File: config.mk
export PLATFORM = sky130hd
export DESIGN_NAME = dep_cell
export DESIGN_NICKNAME = d
export VERILOG_FILES = /design/src/dep_pkg.sv /design/src/dep_cell.sv
export SDC_FILE = /design/constraint.sdc
export NUM_CORES = 1
export LEC_CHECK = 0
export BUFFER_PORTS_ARGS = -buffer_cell sky130_fd_sc_hd__buf_2
export CAP_MARGIN = 20
export CELL_PAD_IN_SITES_DETAIL_PLACEMENT = 0
export CELL_PAD_IN_SITES_GLOBAL_PLACEMENT = 2
export CORE_ASPECT_RATIO = 2
export CORE_UTILIZATION = 23
export DETAILED_ROUTE_END_ITERATION = 8
export PLACE_DENSITY = 0.86
export SYNTH_ARGS = -nofsm -noshare
export SYNTH_HDL_FRONTEND = slang
export SYNTH_SLANG_ARGS = --single-unit
export TNS_END_PERCENT = 30
File: constraint.sdc
create_clock -name clk_i -period 3.41 [get_ports clk_i]
set_input_delay 0.8525 -clock clk_i [delete_from_list [all_inputs] [get_ports clk_i]]
set_output_delay 0.8525 -clock clk_i [all_outputs]
set_load 0.005 [all_outputs]
File: src/dep_pkg.sv
// ----------------------------------------------------------------------------
// dep_pkg
// Shared types and constants for the double-ended priority queue.
// ----------------------------------------------------------------------------
`default_nettype none

package dep_pkg;

  localparam int unsigned DefCapacity = 64;
  localparam int unsigned ValueW      = 32;
  localparam int unsigned CountW      = 7;

  typedef logic signed [ValueW-1:0] value_t;
  typedef logic [CountW-1:0]        count_t;

  typedef enum logic [1:0] {
    OpInsert = 2'd0,
    OpDelMin = 2'd1,
    OpDelMax = 2'd2,
    OpNop    = 2'd3
  } op_e;

  // update command broadcast to every cell; at most one bit is set
  typedef struct packed {
    logic ins;
    logic del_min;
    logic del_max;
  } cmd_t;

endpackage

`default_nettype wire

File: src/dep_cell.sv
// ----------------------------------------------------------------------------
// dep_cell
// One slot of the sorted cell row: holds a value and an occupied bit, and
// shifts towards either neighbour on insert or delete-minimum; on delete-maximum the top occupied slot frees itself.
// ----------------------------------------------------------------------------
`default_nettype none

module dep_cell (
  input  wire logic            clk_i,
  input  wire logic            rst_ni,
  input  wire dep_pkg::cmd_t   cmd_i,
  input  wire dep_pkg::value_t ins_value_i,
  input  wire dep_pkg::value_t prev_value_i,
  input  wire logic            prev_valid_i,
  input  wire logic            prev_gt_i,
  input  wire dep_pkg::value_t next_value_i,
  input  wire logic            next_valid_i,
  output      dep_pkg::value_t value_o,
  output      logic            valid_o,
  output      logic            gt_o,
  output      dep_pkg::value_t top_tap_o
);
  import dep_pkg::*;

  value_t value_q, value_d;
  logic   valid_q, valid_d;
  logic   gt;

  // slot is free or holds a value above the one being inserted
  assign gt = !valid_q || (ins_value_i < value_q);

  always_comb begin
    value_d = value_q;
    valid_d = valid_q;
    if (cmd_i.ins) begin
      if (gt) begin
        value_d = prev_gt_i ? prev_value_i : ins_value_i;
        valid_d = prev_valid_i;
      end
    end else if (cmd_i.del_min) begin
      value_d = next_value_i;
      valid_d = next_valid_i;
    end else if (cmd_i.del_max) begin
      valid_d = valid_q && next_valid_i;
    end
  end

  always_ff @(posedge clk_i or negedge rst_ni) begin
    if (!rst_ni) begin
      valid_q <= 1'b0;
    end else begin
      valid_q <= valid_d;
    end
  end

  always_ff @(posedge clk_i) begin
    value_q <= value_d;
  end

  assign value_o   = value_q;
  assign valid_o   = valid_q;
  assign gt_o      = gt;
  assign top_tap_o = (valid_q && !next_valid_i) ? value_q : '0;

endmodule

`default_nettype wire

==> out/metrics.cfg <==
[outcome]
status=finished with violations
violations=design-rule violations

[clock_tree]
clkTransAtPathRegs_ps=50
cts_buffers=5
ctsLongestPathBuffers=2
post_cts_buffers=0
clk_latency_ps=280
hold_buffers=0
root_buffer=clkbuf_16
htreeDepth=2
clock_sinks=33
cts_tree=built

[placed_design]
place_inst=608
placed_cell_area_um2=3816
portBuffers=169
place_congestion=0.8080
post-place-ws_ps=-80.74
dpl.hpwl_um=7401

[die]
io_pins=170
dieWidth_um=79.09
rows=56
die_h_um=156.2
core_um2=11630
initial_core_util=0.2350
die_area_um2=12350

[run]
cap_violations=0

[timing]
worstMarginPinSlew_ps=529.0
rsz0062_at_grt=yes
timing.final.crit_share=0.9793
fin_crit_ps=3339
fin_skew_ps=5.354
timing.final.max_slew_violations=0
fin_ws_ps=70.55
setup_viol=0
finalHoldViolations=0
fmax_mhz=299.5
slew_headroom=0.6473

[worst_setup_path]
rr_worst_depth=10
cp_slowest_cell=or4b_4
crit_path_start_kind=input pin
worstPathArrival_ps=2490
path_max_fanout=2
crit_buf_inv=2
crit_path_max_incr_delay_ps=490
path_cells=buf_4 -> ha_4 -> nand4_4 -> nor3_4 -> or4b_4 -> a31oi_4 -> o221ai_2 -> buf_2
crit_family=simple AND/OR/NAND/NOR gates
required_ps=2560
end_kind=output port
path_class=in2out
cp.depth=8

[layout]
design_area_um2=4058
finalNonFillerCells=615
layout-drive-gt1-share=0.4277
final_common_cell=buf_2
antennaDiodeCount=0
final_cell_mix=buf_2 (166), a21oi_1 (42), nor2_1 (37)
syn_to_final_growth_pct=48.42
fin_util=0.3489
fin_nets=605

[synthesis]
netlist_instances=298
syn-mean-instance-area_um2=9.174
syn_nets=433
yosysWarnings=0
synth_seq_area_share=0.3606
ys_types=34
syn_area_um2=2734
ys_ff_latch=33

[detailed_routing]
drt-total-wl_um=9027
drc_errors=1
avgRoutedWirePerCell_um=14.68
via_per_inst=4.483
dr_total_vias=2757
drt_pre_antenna_iters=6
ant_nets=0
drt_iter0_markers=43

[grt]
grt.total_usage=0.1455
grt_max_degree=43
grt-ovfl-total=0
grt_pass1_vias=2660
grt_pass1_wl_um=13310
antenna_found_initial=1

[power]
peakVddDrop_uv=157.3
finalPower_mw=1.544
p_leak_nw=2.089
cellPowerDensity_nw_per_um2=380.5

[worst_hold_path]
hold_path_class=in2async

-- area by class of cell --
| cell class | instances | area (um^2) |
|---|---|---|
| clock inverter | 1 | 3.754 |
| fill | 1255 | 7574 |
| sequential | 33 | 985.9 |
| inverter | 33 | 123.9 |
| tap | 145 | 181.4 |
| timing repair buffer | 179 | 977.2 |
| clock buffer | 6 | 128.9 |
| multi-input combinational | 218 | 1657 |
-- synth_stat cells --
cell type / n / share of area
a2111oi_0: 1 / 0.0032
a211oi_1: 1 / 0.0027
a21oi_1: 42 / 0.077
a22oi_1: 1 / 0.0027
a31oi_1: 1 / 0.0023
a31oi_2: 1 / 0.0046
and2_1: 32 / 0.073
and3_1: 1 / 0.0023
buf_1: 3 / 0.0041
buf_6: 1 / 0.0041
clkbuf_1: 10 / 0.014
dfrtp_1: 1 / 0.0092
edfxtp_1: 32 / 0.35
ha_1: 31 / 0.14
inv_1: 33 / 0.045
mux2_4: 1 / 0.0055
mux2i_1: 32 / 0.12
nand2_1: 9 / 0.012
nand2b_4: 1 / 0.0050
nand3_1: 3 / 0.0055
nand4_1: 6 / 0.014
nand4_2: 1 / 0.0046
nor2_1: 38 / 0.052
nor2b_1: 2 / 0.0046
nor3_1: 2 / 0.0037
nor3_2: 1 / 0.0037
nor3_4: 1 / 0.0060
o21a_2: 1 / 0.0032
o21ai_0: 4 / 0.0073
o221ai_2: 1 / 0.0055
o22a_1: 1 / 0.0032
o22ai_1: 1 / 0.0023
o41ai_1: 1 / 0.0032
or4b_1: 1 / 0.0037
-- worst register-to-register path: cells and delay by family, from the launching register on --
kind	cells	cell delay [ps]
buffers and inverters	3	410
AOI/OAI and AO/OA	2	300
and+or+nand+nor	3	810
DFF	1	390
muxes	1	290
adders and majority gates	1	280
-- power by group --
group	internal [mW]	total, mW	switching, mW
clock network	0.264	0.423	0.159
logic	0.276	0.554	0.278
registers	0.524	0.567	0.0428
-- per-stage QoR --
step,setup TNS [ps],hold WS [ps]
after global routing,-28.21,334.4
final,0,341.5
after global placement,-42.22,630.8
after detailed placement,-80.74,629.4
after floorplan,0,556.9
after CTS,0,332.4
-- what timing repair did --
item	4_1_cts	5_1_grt
pin swaps	2	10
gates resized for setup	0	17
endpoints found under the setup margin	1	1
-- metal layers --
layer / vias up / share of wire / track usage
met5: - / 0.0019 / 0
li1: 1385 / - / -
met1: 1258 / 0.35 / 0.1400
met2: 96 / 0.58 / 0.2853
met3: 16 / 0.043 / 0.02339
met4: 2 / 0.031 / 0.07359
-- kinds of logic after synthesis --
logic type | after synthesis | share of synthesized area
buffers and inverters | 47 | 0.06728
AOI/OAI and AO/OA | 56 | 0.1172
and+or+nand+nor | 98 | 0.1904
muxes | 33 | 0.1227
DFF | 33 | 0.3606
adders and majority gates | 31 | 0.1419
-- path summary, 6_finish.rpt --
kind	end	from	slack (ps)
min reg2reg	valid_o$_DFFE_PN0P_	valid_o$_DFFE_PN0P_	740
max reg2reg	value_o[20]$_DFFE_PP_	value_o[15]$_DFFE_PP_	670
max in group asynchronous	valid_o$_DFFE_PN0P_	rst_ni	2990
min in group clk_i	valid_o$_DFFE_PN0P_	valid_o$_DFFE_PN0P_	740
min	valid_o$_DFFE_PN0P_	rst_ni	340
max	gt_o	ins_value_i[14]	70
-- state kept, by name, summed over array words and instances, names as in the netlist --
register and cells:
valid_o 1, value_o 32
(Power assumes the default switching activity.)
